### config.mk
export PLATFORM = sky130hd
export DESIGN_NAME = tti_div
export DESIGN_NICKNAME = d
export VERILOG_FILES = /design/src/hdl/tti_pkg.sv /design/src/hdl/tti_div.sv
export SDC_FILE = /design/constraint.sdc
export NUM_CORES = 1
export LEC_CHECK = 0
export ABC_AREA = 1
export BUFFER_PORTS_ARGS = -buffer_cell sky130_fd_sc_hd__buf_2
export CORE_UTILIZATION = 25
export DETAILED_ROUTE_END_ITERATION = 8
export GPL_TIMING_DRIVEN = 0
export SKIP_CTS_REPAIR_TIMING = 1
export SLEW_MARGIN = 20
export SYNTH_ARGS = -nofsm -noshare
export SYNTH_HDL_FRONTEND = slang
export SYNTH_SLANG_ARGS = --single-unit
### constraint.sdc
create_clock -name clk -period 2.8 [get_ports clk]
set_clock_uncertainty 0.2 [all_clocks]
set_input_delay 0.42 -clock clk [delete_from_list [all_inputs] [get_ports clk]]
set_output_delay 0.42 -clock clk [all_outputs]
set_load 0.1 [all_outputs]
### src/hdl/tti_pkg.sv
// Package for the table time interpolator: widths, request and register codes,
// the stored entry format and the divider request/response types.
// Depends on nothing; every other file in hdl imports it.
package tti_pkg;

    // Table geometry.
    localparam int TABLE_DEPTH = 1024;
    localparam int IDX_W       = $clog2(TABLE_DEPTH);
    localparam int CNT_W       = $clog2(TABLE_DEPTH + 1);

    // Field widths.
    localparam int REQ_W  = 2;
    localparam int TIME_W = 32;
    localparam int WIND_W = 16;
    localparam int QT_W   = 31;
    localparam int OFS_W  = 31;

    // Datapath widths: query time plus offset, time differences and magnitudes.
    localparam int T_W    = QT_W + 2;
    localparam int NUM_W  = T_W + 1;
    localparam int MAG_W  = NUM_W - 1;
    localparam int DW_W   = WIND_W + 1;
    localparam int PROD_W = WIND_W + MAG_W;
    localparam int DVD_W  = PROD_W;
    localparam int DVS_W  = TIME_W;
    localparam int QS_W   = DVD_W + 1;
    localparam int SUM_W  = QS_W + 1;

    // Iteration counters of the serial units.
    localparam int DIV_CNT_W = $clog2(DVD_W);
    localparam int MUL_CNT_W = $clog2(MAG_W);

    // Configuration port.
    localparam int CFG_IDX_W  = 1;
    localparam int CFG_DATA_W = OFS_W;

    localparam logic [CFG_IDX_W-1:0] CFG_LOOP   = 1'd0;
    localparam logic [CFG_IDX_W-1:0] CFG_OFFSET = 1'd1;

    // Request codes.
    localparam logic [REQ_W-1:0] REQ_CLEAR  = 2'd0;
    localparam logic [REQ_W-1:0] REQ_APPEND = 2'd1;
    localparam logic [REQ_W-1:0] REQ_QUERY  = 2'd2;

    // One table entry as stored in memory.
    typedef struct packed {
        logic [TIME_W-1:0] tm;
        logic [WIND_W-1:0] wn;
        logic [WIND_W-1:0] we;
    } entry_t;

    // Request to the serial divider.
    typedef struct packed {
        logic             start;
        logic [DVD_W-1:0] dividend;
        logic [DVS_W-1:0] divisor;
    } div_req_t;

    // Response of the serial divider.
    typedef struct packed {
        logic             done;
        logic [DVD_W-1:0] quotient;
        logic [DVS_W-1:0] remainder;
    } div_rsp_t;

endpackage

### src/hdl/tti_div.sv
// Bit-serial restoring divider for unsigned operands, one quotient bit per cycle.
// Depends on tti_pkg for its widths and request/response types.
module tti_div (
    input  logic              clk,
    input  logic              rst_n,
    input  tti_pkg::div_req_t req,
    output tti_pkg::div_rsp_t rsp
);
    import tti_pkg::*;

    logic                 busy_reg;
    logic                 done_reg;
    logic [DIV_CNT_W-1:0] cnt_reg;
    logic [DVD_W-1:0]     quo_reg;
    logic [DVS_W-1:0]     rem_reg;
    logic [DVS_W-1:0]     dvs_reg;

    logic [DVS_W:0]       shifted;
    logic [DVS_W:0]       trial;
    logic                 fits;
    logic [DVS_W-1:0]     rem_next;
    logic [DVD_W-1:0]     quo_next;

    // One restoring step: bring in the next dividend bit and try the divisor.
    always_comb
    begin
        shifted  = {rem_reg, quo_reg[DVD_W-1]};
        trial    = shifted - {1'b0, dvs_reg};
        fits     = shifted >= {1'b0, dvs_reg};
        rem_next = fits ? trial[DVS_W-1:0] : shifted[DVS_W-1:0];
        quo_next = {quo_reg[DVD_W-2:0], fits};
    end

    // Iteration control.
    always_ff @(posedge clk or negedge rst_n)
    begin
        if (!rst_n)
        begin
            busy_reg <= 1'b0;
            done_reg <= 1'b0;
            cnt_reg  <= '0;
        end
        else
        begin
            done_reg <= 1'b0;
            if (req.start)
            begin
                busy_reg <= 1'b1;
                cnt_reg  <= '0;
            end
            else if (busy_reg)
            begin
                cnt_reg <= cnt_reg + DIV_CNT_W'(1);
                if (cnt_reg == DIV_CNT_W'(DVD_W - 1))
                begin
                    busy_reg <= 1'b0;
                    done_reg <= 1'b1;
                end
            end
        end
    end

    // Operand and result shift registers.
    always_ff @(posedge clk)
    begin
        if (req.start)
        begin
            quo_reg <= req.dividend;
            rem_reg <= '0;
            dvs_reg <= req.divisor;
        end
        else if (busy_reg)
        begin
            quo_reg <= quo_next;
            rem_reg <= rem_next;
        end
    end

    assign rsp.done      = done_reg;
    assign rsp.quotient  = quo_reg;
    assign rsp.remainder = rem_reg;

endmodule

==> impl_summary.md, run 1 <==
Finish
Once layout is complete, the cells apart from fillers number around 1700. The most common cell after layout, fill and taps aside is nand2_1. The repair_antennas step left the layout with diodes totalling 0. The share of final-layout standard cells stronger than drive strength 1 is 0.195. The top cell types in the final layout, fill and taps aside, are 465 x nand2_1, 181 x inv_1, 169 x buf_2. The flip-flop count of the largest register after layout is 49. From synthesis to final layout, the design area changed by 29.5%. After the last flow step, the layout net total stands at around 1400.

Critical path
In this run the critical register-to-register path is launched from dvs_reg[30]. Traced cell by cell, the critical path runs through inv_1, ha_1, nand2_1, nor2_1, a21oi_1, nand2_2, nor2_8, buf_2, a31oi_1. The slowest stage of the critical path is the ha_1 cell. The critical path is of the flop to flop type.

The longest individual stage delay on the worst path is 0.39 ns. The critical path buffer and inverter count is 2. STA puts the critical path data required time at about 2.8 ns. The critical path data arrival time is 2.56 ns.

The most critical setup path has its startpoint at dvs_reg[30]. The maximum net fanout on the critical path is 10. The kind of launch point of the worst setup path is a flop. The type of destination of the critical path is a flop.

The kind of cell adding the most delay to the critical path is simple AND/OR/NAND/NOR gates.

Yosys
By area the synthesized netlist is led by edfxtp_1 31%, nand2_1 23%, inv_1 8.8%, dfxtp_1 8.3%, ha_1 5.5%. The Yosys step of the flow raised 0 warnings. The share of synthesized area in the top cell type comes to 0.314. The net count after synthesis is between 1000 and 1500.

The share of the Yosys chip area taken by registers is 0.422. In the synthesized netlist, the number of instances is 1077. Averaged over all synthesized cells, the footprint is roughly 7.2 um2.

After synthesis the netlist holds a flip-flop and latch count of ~120. After synthesis, the netlist uses 42 different library cells. The total standard cell area after synthesis is just under 8000 um2. The biggest area contributor in the post-synthesis netlist is edfxtp_1.

Clock network
Clock tree synthesis found a total of between 100 and 150 sinks. In this run the clock root is driven by a clkbuf_16. The clock latency reported for the late side of the worst-skew pair is 0.44 ns. The H-tree depth is 4.

In this run the deepest clock path goes through 2 buffers. The clock-pin slew of the registers on the worst-case setup and hold paths is approximately 0.060 ns. In this run, CTS created clock tree buffers numbering 17.

TritonCTS built the clock tree.

Power
Power spread over the standard cell area amounts to approximately 970 nW/um2. The leakage power is approximately 5.4 nW. VDD sags by at most about 460 uV.

Timing
The final count of hold timing violations is 0. The final hold slack is ~0.04 ns. The total of endpoints with negative setup slack in the final report is 0. The fmax is a little under 400 MHz. The post-route fraction of the period consumed by the critical path is 0.928. Setup repair after global routing left no endpoint under its margin. Across all setup checks in the final design, the least slack found is roughly 0.2 ns. The number of pins with negative max-slew slack in the final report was 0. At the pin with the least slew margin, the transition time is roughly 0.62 ns. In this run the tightest slew margin relative to its limit is 0.587.

For the finished layout, the period the worst path requires is ~2.6 ns.

Floorplanning
The die is 178 um wide. The number of cell rows is between 60 and 70. The starting density of the core is 0.254.

From bottom edge to top edge, the die measures ~180 um. The die covers 31700 um2. For this design the top-level I/O count stands at 166. The standard cell core area is a little over 30000 um2.

Hold path
The path class of the tightest hold or removal check is primary input to flop. The launch instance of the worst min-delay path is req[49].

GRT
The total overflow left after global routing is 0. The global-route total usage across every layer is 0.160. The number of antenna violations at the first check in global routing came to 1. The via count of the first global-routing pass is slightly above 7000. The first global-routing pass estimated 37800 um of wire. The maximum number of pins on one net before global-route repair is 42.

Route
The remaining antenna violation count after routing is 0. The number of design-rule violations left by the first detailed-router iteration is about 440. The count of unresolved DRC violations after routing is 0. The number of iterations in the first detailed-routing pass is 5. Using the TritonRoute via totals, the vias-per-cell ratio works out to between 4 and 5.

Summed over all layers, the routed wires come to around 24000 um. The total vias in the final route is ~7400. Dividing the detail-routed wire length by the instance count gives between 10 and 15 um.

Run
The tool flagged a number of max-cap violations equal to 0.

Outcome
The run finished with clean final reports.

Placed design
Routability-driven placement finished with a final weighted congestion of between 0.9 and 1. After legalization and detailed placement, the total HPWL measured about 19000 um. The port buffer count is around 170. At the placement stage, the worst setup path has a slack of -0.312 ns. The placed cell count is between 1500 and 2000.
per-layer routing:
layer / vias to the layer above / global-route usage / routed length [um]
li1: 3786 / - / -
met1: 3337 / 0.193 / 10700
met2: 225 / 0.262 / 11200
met3: 34 / 0.0499 / 1620
met4: 2 / 0.0645 / 585
met5: - / 0 / 8
cell type report:
cell class	instances	area, um2
Clock buffer	17	425
Multi-Input combinational cell	738	3610
Buffer	27	164
Tap cell	396	495
Clock inverter	15	166
Sequential cell	121	3280
Timing Repair Buffer	199	1180
Fill cell	3273	20500
Inverter	191	717
through the flow:
step                       util  power, W  TNS, ns  instance area (um2)
after CTS                 0.318   0.00975        0                 9700
after floorplan               -   0.00636        0                 7770
final                     0.329   0.00972        0                10000
after global placement    0.298   0.00744   -59.51                 9090
after global routing      0.329    0.0103        0                10000
after detailed placement  0.299   0.00745   -14.93                 9110
worst paths after layout:
path / depth (start not counted) / slack (ns) / to
worst max-delay path: 9 / 0.20 / quo_reg[0]
max in group asynchronous: 2 / 2.05 / cnt_reg[1]
min in group asynchronous: 2 / 0.17 / cnt_reg[5]
worst max register to register: 9 / 0.20 / quo_reg[0]
worst min-delay path: 3 / 0.04 / quo_reg[17]
worst min register to register: 2 / 0.27 / rem_reg[29]
synth_stat cells, drive strengths merged:
library cell,n
nand2,473
inv,187
nand3,87
edfxtp,81
nor2,49
ha,34
dfxtp,32
a21oi,21
o21ai,16
buf,14
clkbuf,13
nand3b,13
xnor2,13
nand4,12
dfrtp,8
nor3,7
clkinv,4
and2,3
o21bai,3
nor4,2
o21a,2
a31oi,1
fa,1
xor2,1
worst register-to-register path: stages, from the launching register on:
cell	delay [ns]
edfxtp_1	0.32
inv_1	0.04
ha_1	0.39
nand2_1	0.28
nor2_1	0.08
a21oi_1	0.22
nand2_2	0.14
nor2_8	0.21
buf_2	0.30
a31oi_1	0.15
kinds of logic after synthesis:
group / after synthesis / share of synthesized area
buffers and inverters: 218 / 0.113
xor gates and xnor gates: 14 / 0.0158
DFF: 121 / 0.422
and+or+nand+nor: 646 / 0.361
AOI/OAI and AO/OA: 43 / 0.0305
adders and majority gates: 35 / 0.0575
power breakdown:
group	switching [W]	internal [W]	total, W	leakage [nW]
registers	0.000208	0.00220	0.00241	1.22
logic	0.00374	0.00131	0.00505	3.90
clock network	0.000933	0.00133	0.00226	0.287
Note: power is estimated with default switching activity, not from simulation.
==> run 2: changes to the inputs <==
--- a/config.mk
+++ b/config.mk
@@ -10,6 +10,7 @@
 export CORE_UTILIZATION = 25
 export DETAILED_ROUTE_END_ITERATION = 8
 export GPL_TIMING_DRIVEN = 0
+export RECOVER_POWER = 100
 export SKIP_CTS_REPAIR_TIMING = 1
 export SLEW_MARGIN = 20
 export SYNTH_ARGS = -nofsm -noshare
==> impl_summary.md, run 2 (same netlist as run 1, synthesis figures left out) <==
Critical path
In this run the critical register-to-register path is launched from rem_reg[15]. Among all stages on the critical path, the largest delay is contributed by ha_1. The maximum net fanout on the critical path is 10. In this design, the stage delay of the slowest critical-path cell is about 0.43 ns.

Tracing the worst setup path back leads to its startpoint at rem_reg[15]. For the worst setup path, the data arrival time is ~2.7 ns. Walking the worst path, the cells encountered are ha_1, nand2_1, nor2_2, nand2_2, nor2_4, inv_2, nor2_8, nor2_8, nand2_2, buf_8, nand2_1, nand3_1, nand2_1. The kind of critical path is flop to flop. The worst setup path is launched from a flop.

In this design, the critical path's most frequently occurring cell is nand2_1. The worst path required time is 2.93 ns. The worst setup path is captured at a flop.

Power
The sequential share of power is 0.252. Of the total power, the share spent switching nets is 0.505. The total internal power is 0.00476 W. IR analysis of the VDD net gives a maximum drop of about 460 uV. The switching power summed over all nets is about 0.005 W.

The share of total power dissipated in combinational logic is 0.514. The share of total power dissipated in the clock network is 0.235. Dividing total power by cell area gives a power density of between 900 and 1000 nW/um2. The leakage power is 5.11 nW.

Route
The detail route stage leaves a number of antenna-violating nets equal to 0. Dividing the detail-routed via count by the number of cells gives 4.33. In the final routing, the length of wire on met1 measures around 11000 um. The number of iterations in the first detailed-routing pass is 6. The routed wire length on met2 is around 11000 um. The average routed wire per standard cell is 14.2 um.

Across all layers, the routed design uses about 7400 vias. The post-detailed-routing wire length is around 24000 um. In this run, the number of DRC markers left after iteration 0 of detailed routing was around 390. The count of unresolved DRC violations after routing is 1.

The wire length on met3 is 1640 um. The highest layer used for signal routing is met5.

Floorplanning
The floorplan step set the die width to roughly 180 um. The overall die height is 178 um. The floorplan step defined a die boundary enclosing between 30000 and 40000 um2. The total area inside the core boundary comes to between 30000 and 40000 um2. The total I/O pin count is roughly 170. The starting density of the core is 0.254. The number of cell rows is 64.

Finish
After the flow finishes, the layout carries non-filler instances totaling 1704. The register with the most flip-flops in the layout has a little under 50 of them. The multi-input combinational cells in the finished layout cover a total of approximately 3600 um2.

0 antenna diodes ended up in the layout. The top cell types in the final layout, fill and taps aside, are 465 x nand2_1, 183 x inv_1, 101 x clkbuf_1. The combined flip-flop and latch cell area is 3280 um2.

After the last flow step, the layout net total stands at 1414. In the final layout, the share of cells above drive strength 1 is 0.123. The library cell used most frequently in the layout, excluding fill and tap cells, is nand2_1. The final core utilization is 0.324. The layout overhead on the synthesized area is 27.6%. The number of fill cells is 3319.

Clock network
The clock root buffer is clkbuf_16. Clock-pin slew was measured on the worst setup and hold paths at about 0.06 ns. The H-tree depth is 4. The clock sink count is 121. The later pin in the worst-skew pair is clocked with a latency of about 0.44 ns. TritonCTS built the clock tree. In this run the deepest clock path goes through 2 buffers.

The number of buffers inserted during clock tree synthesis is 17.

Timing
Setup repair after global routing left no endpoint under its margin. The number of pins with negative max-slew slack in the final report is 0. The time the final worst path needs with I/O delays and setup is about 2.6 ns. The final count of hold timing violations is 0. The post-route fraction of the period consumed by the critical path is 0.928. The worst-case headroom to the max-slew limit is 0.157. At the pin with the least slew margin, the transition time is about 1.3 ns. The total of endpoints with negative setup slack in the final report is 0. The fmax is ~380 MHz.

GRT
After global routing the overflow that remains totals 0. The number of antenna violations at the first check in global routing is 1. The global-route total usage across every layer is 0.160. The first global-routing pass estimated about 38000 um of wire. The maximum number of pins on one net before global-route repair is 42.

The via count of the first global-routing pass is just over 7000.

Hold path
In this run the worst hold path is classified as primary input to flop. The startpoint identified for the worst hold timing path is req[49].

Placed design
Counting tap cells, the placed design contains a total of between 1500 and 2000 instances. During placement, the flow inserted port buffers numbering 165. The congestion estimate from routability-driven global placement came to ~0.9. The HPWL after detailed placement is between 15000 and 20000 um.

Outcome
The run finished, with violations left. The checks that failed: DRC.

Run
Across the run, the number of max-cap violations was 0.
## run 2: cell types whose count changed in the layout (fill, tap and decap cells not counted)
cell,change
buf_2,-90
clkbuf_1,+88
clkbuf_2,+3
nand3_1,+3
nand3_2,-3
o21ai_0,+3
inv_1,+2
inv_2,-2
o21ai_1,-2
buf_4,-1
nand2_2,+1
nand2_8,-1
o21ai_2,-1
## run 2: layer usage
layer,global-route usage,up-vias
li1,-,3781
met4,0.0645,2
met5,0,-
met2,0.262,236
met1,0.193,3322
met3,0.0499,32
## run 2: path summary, 6_finish.rpt
check	endpoint	slack, ns	cells after the start
worst max register to register	rem_reg[15]	0.20	13
worst min register to register	rem_reg[29]	0.27	2
worst max-delay path	rem_reg[15]	0.20	13
min in group asynchronous	cnt_reg[5]	0.26	2
worst min-delay path	quo_reg[17]	0.04	3
max in group asynchronous	cnt_reg[1]	1.82	2
## run 2: power groups by stage
stage / logic, W / clock network (W) / registers (W)
2_1_floorplan: 0.00234 / 0 / 0.00402
3_3_place_gp: 0.00500 / 0 / 0.00244
3_5_place_dp: 0.00501 / 0 / 0.00245
4_1_cts: 0.00502 / 0.00232 / 0.00242
5_1_grt: 0.00538 / 0.00238 / 0.00246
6_report: 0.00494 / 0.00225 / 0.00242
## run 2: critical path, delay by kind of cell (launching register included)
family	cells	cell delay (ns)
adders and majority gates	1	0.43
buffers and inverters	2	0.24
DFF	1	0.38
and+or+nand+nor	10	1.23
## run 2: per-stage QoR
step | setup TNS (ns) | hold WS, ns | worst slack, ns | instance area (um2) | power, W
after floorplan | 0 | -0.0756 | 0.00198 | 7770 | 0.00636
after global placement | -59.51 | 0.0763 | -1.03 | 9090 | 0.00744
after detailed placement | -14.93 | 0.0841 | -0.312 | 9110 | 0.00745
after CTS | 0 | -0.400 | 0.172 | 9700 | 0.00975
after global routing | 0 | 0.0411 | 0.0316 | 9890 | 0.0102
final | 0 | 0.0414 | 0.200 | 9890 | 0.00961
## run 2: cell type report
class | count | area share
Buffer | 27 | 0.0162
Clock buffer | 17 | 0.0430
Clock inverter | 15 | 0.0168
Inverter | 191 | 0.0725
Multi-Input combinational cell | 738 | 0.361
Sequential cell | 121 | 0.332
Tap cell | 396 | 0.0501
Timing Repair Buffer | 199 | 0.108
==> run 3: changes to the inputs <==
--- a/config.mk
+++ b/config.mk
@@ -5,7 +5,6 @@
 export SDC_FILE = /design/constraint.sdc
 export NUM_CORES = 1
 export LEC_CHECK = 0
-export ABC_AREA = 1
 export BUFFER_PORTS_ARGS = -buffer_cell sky130_fd_sc_hd__buf_2
 export CORE_UTILIZATION = 25
 export DETAILED_ROUTE_END_ITERATION = 8
==> impl_summary.md, run 3 <==
GRT
The number of antenna violations at the first check in global routing is 0. Global routing finished with a remaining overflow of 0. Entering global routing, the biggest net connects 34 pins. The via count of the first global-routing pass is between 5000 and 6000.

For this run, the total global-route usage over all layers was measured as 0.141. The first global-routing pass estimated 30300 um of wire.

Yosys
The net count after synthesis is 761. The total standard cell area after synthesis is 6860 um2. After synthesis, the cell types taking the most area are edfxtp_1 35%, dfxtp_1 9.3%, mux2_2 7.9%, ha_1 6.2%, nand2_1 3.6%. Among all flip-flop cells after synthesis, the most frequent one is edfxtp_1.

Of the post-synthesis cell area, the dominant cell type holds 0.355. Synthesis produced 642 cells. The synthesized design contains between 80 and 90 enable-type register cells. Counting instances in the post-synthesis netlist gives the leading cell types as 81 x edfxtp_1, 66 x nand2_1, 48 x mux2_2, 48 x nor2_1, 45 x inv_1. The flop and latch count out of synthesis is between 100 and 150. The count of synthesis-stage warnings from yosys is 0.

The synthesized area divided by synthesized cell count is between 10 and 15 um2. The largest total area in the synthesized netlist belongs to edfxtp_1. The count of unique library cells instantiated by Yosys is between 60 and 70. The share of the Yosys chip area taken by registers is 0.477. The leading cell type by number of instances after synthesis is edfxtp_1. The fraction of registers with async set/reset is 0.0661.

Power
The peak supply drop is between 400 and 500 uV. Power spread over the standard cell area amounts to about 1100 nW/um2. The analysis attributes to cell leakage a power of 3.80 nW.

Route
The count of unresolved DRC violations after routing is 0. The first detailed-routing pass took 4 iterations. The detail route stage leaves a number of antenna-violating nets equal to 0.

The post-detailed-routing wire length is about 21000 um. The average routed wire per standard cell is 16.7 um. The number of design-rule violations left by the first detailed-router iteration is between 300 and 400. The average vias per placed instance is roughly 4.7. Summing over every cut layer, the via total after detailed routing is about 5700.

Timing
The number of pins with negative max-slew slack in the final report came to 0. The fmax is 325 MHz. The time the final worst path needs with I/O delays and setup is between 3 and 4 ns. Across all setup checks in the final design, the least slack found is -0.281 ns. The post-route fraction of the period consumed by the critical path is 1.10. The worst-case headroom to the max-slew limit is 0.161. The total of endpoints with negative setup slack in the final report is 33. Setup repair after global routing could not meet its margin everywhere. The final count of hold timing violations is 0. For the pin with the worst max-slew slack, the measured transition is between 1 and 1.5 ns.

Floorplanning
The die covers 28100 um2. The total area inside the core boundary comes to 27000 um2. about 170 I/O pins were placed. For this configuration, the core starts out at a cell density of 0.254. The die boundary width is 168 um. The die is 168 um tall.

The number of cell rows is 60.

Clock network
The clock sink count is approximately 120. The clock latency reported for the late side of the worst-skew pair is roughly 0.42 ns. The number of buffers inserted during clock tree synthesis is 17. The clock-pin slew of the registers on the worst-case setup and hold paths is ~0.060 ns.

CTS placed an instance of clkbuf_16 at the clock tree root. TritonCTS built the clock tree. The H-tree was split into 4 levels. The maximum clock path buffer count is 2.

Finish
The flip-flop count of the largest register after layout is slightly below 50. The final core utilization is 0.353. Once layout is done, the placed cells without fillers occupy between 9000 and 10000 um2. The layout overhead on the synthesized area is 38.8%. In the layout the commonest cells are 105 x clkbuf_1, 81 x edfxtp_1, 74 x buf_2. The layout has between 2000 and 3000 filler cells.

The diode insertion count for antenna repair is 0. Leaving out fill and tap cells, the most frequent cell in the layout is clkbuf_1. The share of final-layout standard cells stronger than drive strength 1 is 0.338. After the last flow step, the layout net total stands at about 1000.

Placed design
The instance area at placement is approximately 8300 um2. The port buffer count is approximately 170. Detailed placement ended at an HPWL of 14700 um. The weighted congestion at the end of routability-driven global placement is 0.879.

Outcome
The final reports fail on setup timing. The run finished, with violations left.

Critical path
In this run the critical register-to-register path is captured at quo_reg[0]. The capturing instance or port of the critical path is quo_reg[0]. The type of destination of the critical path is a flop. Data on the critical path is required at its endpoint by about 2.8 ns. Data on the critical path arrives at its endpoint at approximately 3 ns. The critical path is of the flop to flop type.

Setup slack on the worst reg-to-reg path comes out at -0.28 ns. The worst reg2reg path startpoint is dvs_reg[15]. The most critical setup path has its startpoint at dvs_reg[15]. The kind of launch point of the worst setup path is a flop. The number of cells on the worst reg-to-reg path is 13. Along the worst path, the maximum fanout reaches 6.

Hold path
The tightest min-delay check is of the primary input to flop type.

Run
Across the run, the number of max-cap violations was 0.
run 3: changes by cell type in the layout (fill, tap and decap cells not counted), moves of 15 or more:
cell	before	now
a21o_1	0	15
nand3_1	82	11
nand2_1	465	62
dfxtp_1	26	3
dfxtp_2	6	26
ha_1	33	17
inv_1	183	40
mux2_2	0	47
buf_4	2	25
a311oi_2	0	19
run 3: worst max-delay path, stage by stage, from the launching register on:
cell       delay, ns
edfxtp_1        0.37
inv_2           0.08
ha_4            0.19
buf_6           0.13
nand2_4         0.06
nor2_1          0.04
nand4_1         0.16
and4b_1         0.24
o311a_1         0.34
a2111oi_4       0.33
nand2_2         0.15
buf_8           0.17
buf_12          0.13
mux2_4          0.25
run 3: layer usage:
metal,GRT usage,part of all wire
met1,0.180,0.46
met2,0.229,0.48
met3,0.0336,0.044
met4,0.0550,0.018
met5,0,0
run 3: stage by stage:
| stage | setup TNS [ns] | setup WS, ns | hold slack [ns] | std cells | total power, W |
|---|---|---|---|---|---|
| 3_5_place_dp | -47.11 | -0.695 | 0.0800 | 1149 | 0.00728 |
| 5_1_grt | -15.57 | -0.369 | 0.0449 | 1226 | 0.0105 |
| 6_report | -7.33 | -0.281 | 0.0142 | 1226 | 0.0100 |
| 2_1_floorplan | -13.18 | -0.467 | -0.0756 | 642 | 0.00636 |
| 3_3_place_gp | -88.76 | -1.53 | 0.0810 | 1148 | 0.00726 |
| 4_1_cts | -20.51 | -0.515 | -0.372 | 1181 | 0.00951 |
run 3: area by class of cell:
cell class	instances	area [um2]	share of cell area
sequential	121	3320	0.348
buffer	29	201	0.0212
clock buffer	17	425	0.0447
tap	341	427	0.0448
timing repair buffer	220	1230	0.130
multi-input combinational	438	3590	0.378
clock inverter	15	153	0.0160
inverter	45	169	0.0177
run 3: cell families (layout without fill, tap and decap cells):
family,count (synthesis),after routing,synth area share
buf+inv,83,326,0.0535
flops,121,121,0.477
mux,52,52,0.0854
fa+ha+maj,35,35,0.0650
compound gates,146,146,0.163
simple gates,179,179,0.123
xor+xnor,26,26,0.0332
run 3: worst min-delay path by stage:
stage                 start           to  slack (ns)  cells after the start
global placement      rst_n     done_reg        0.08                      1
finish              req[15]  dvs_reg[15]        0.01                      1
global route        req[16]  dvs_reg[16]        0.04                      1
CTS                   rst_n     done_reg       -0.37                      1
floorplan             rst_n     busy_reg       -0.08                      0
detailed placement    rst_n     done_reg        0.08                      1
run 3: power breakdown:
group / switching (W) / leakage, nW / internal, W
logic: 0.00361 / 2.31 / 0.00163
registers: 0.000307 / 1.21 / 0.00227
clock network: 0.000940 / 0.284 / 0.00125
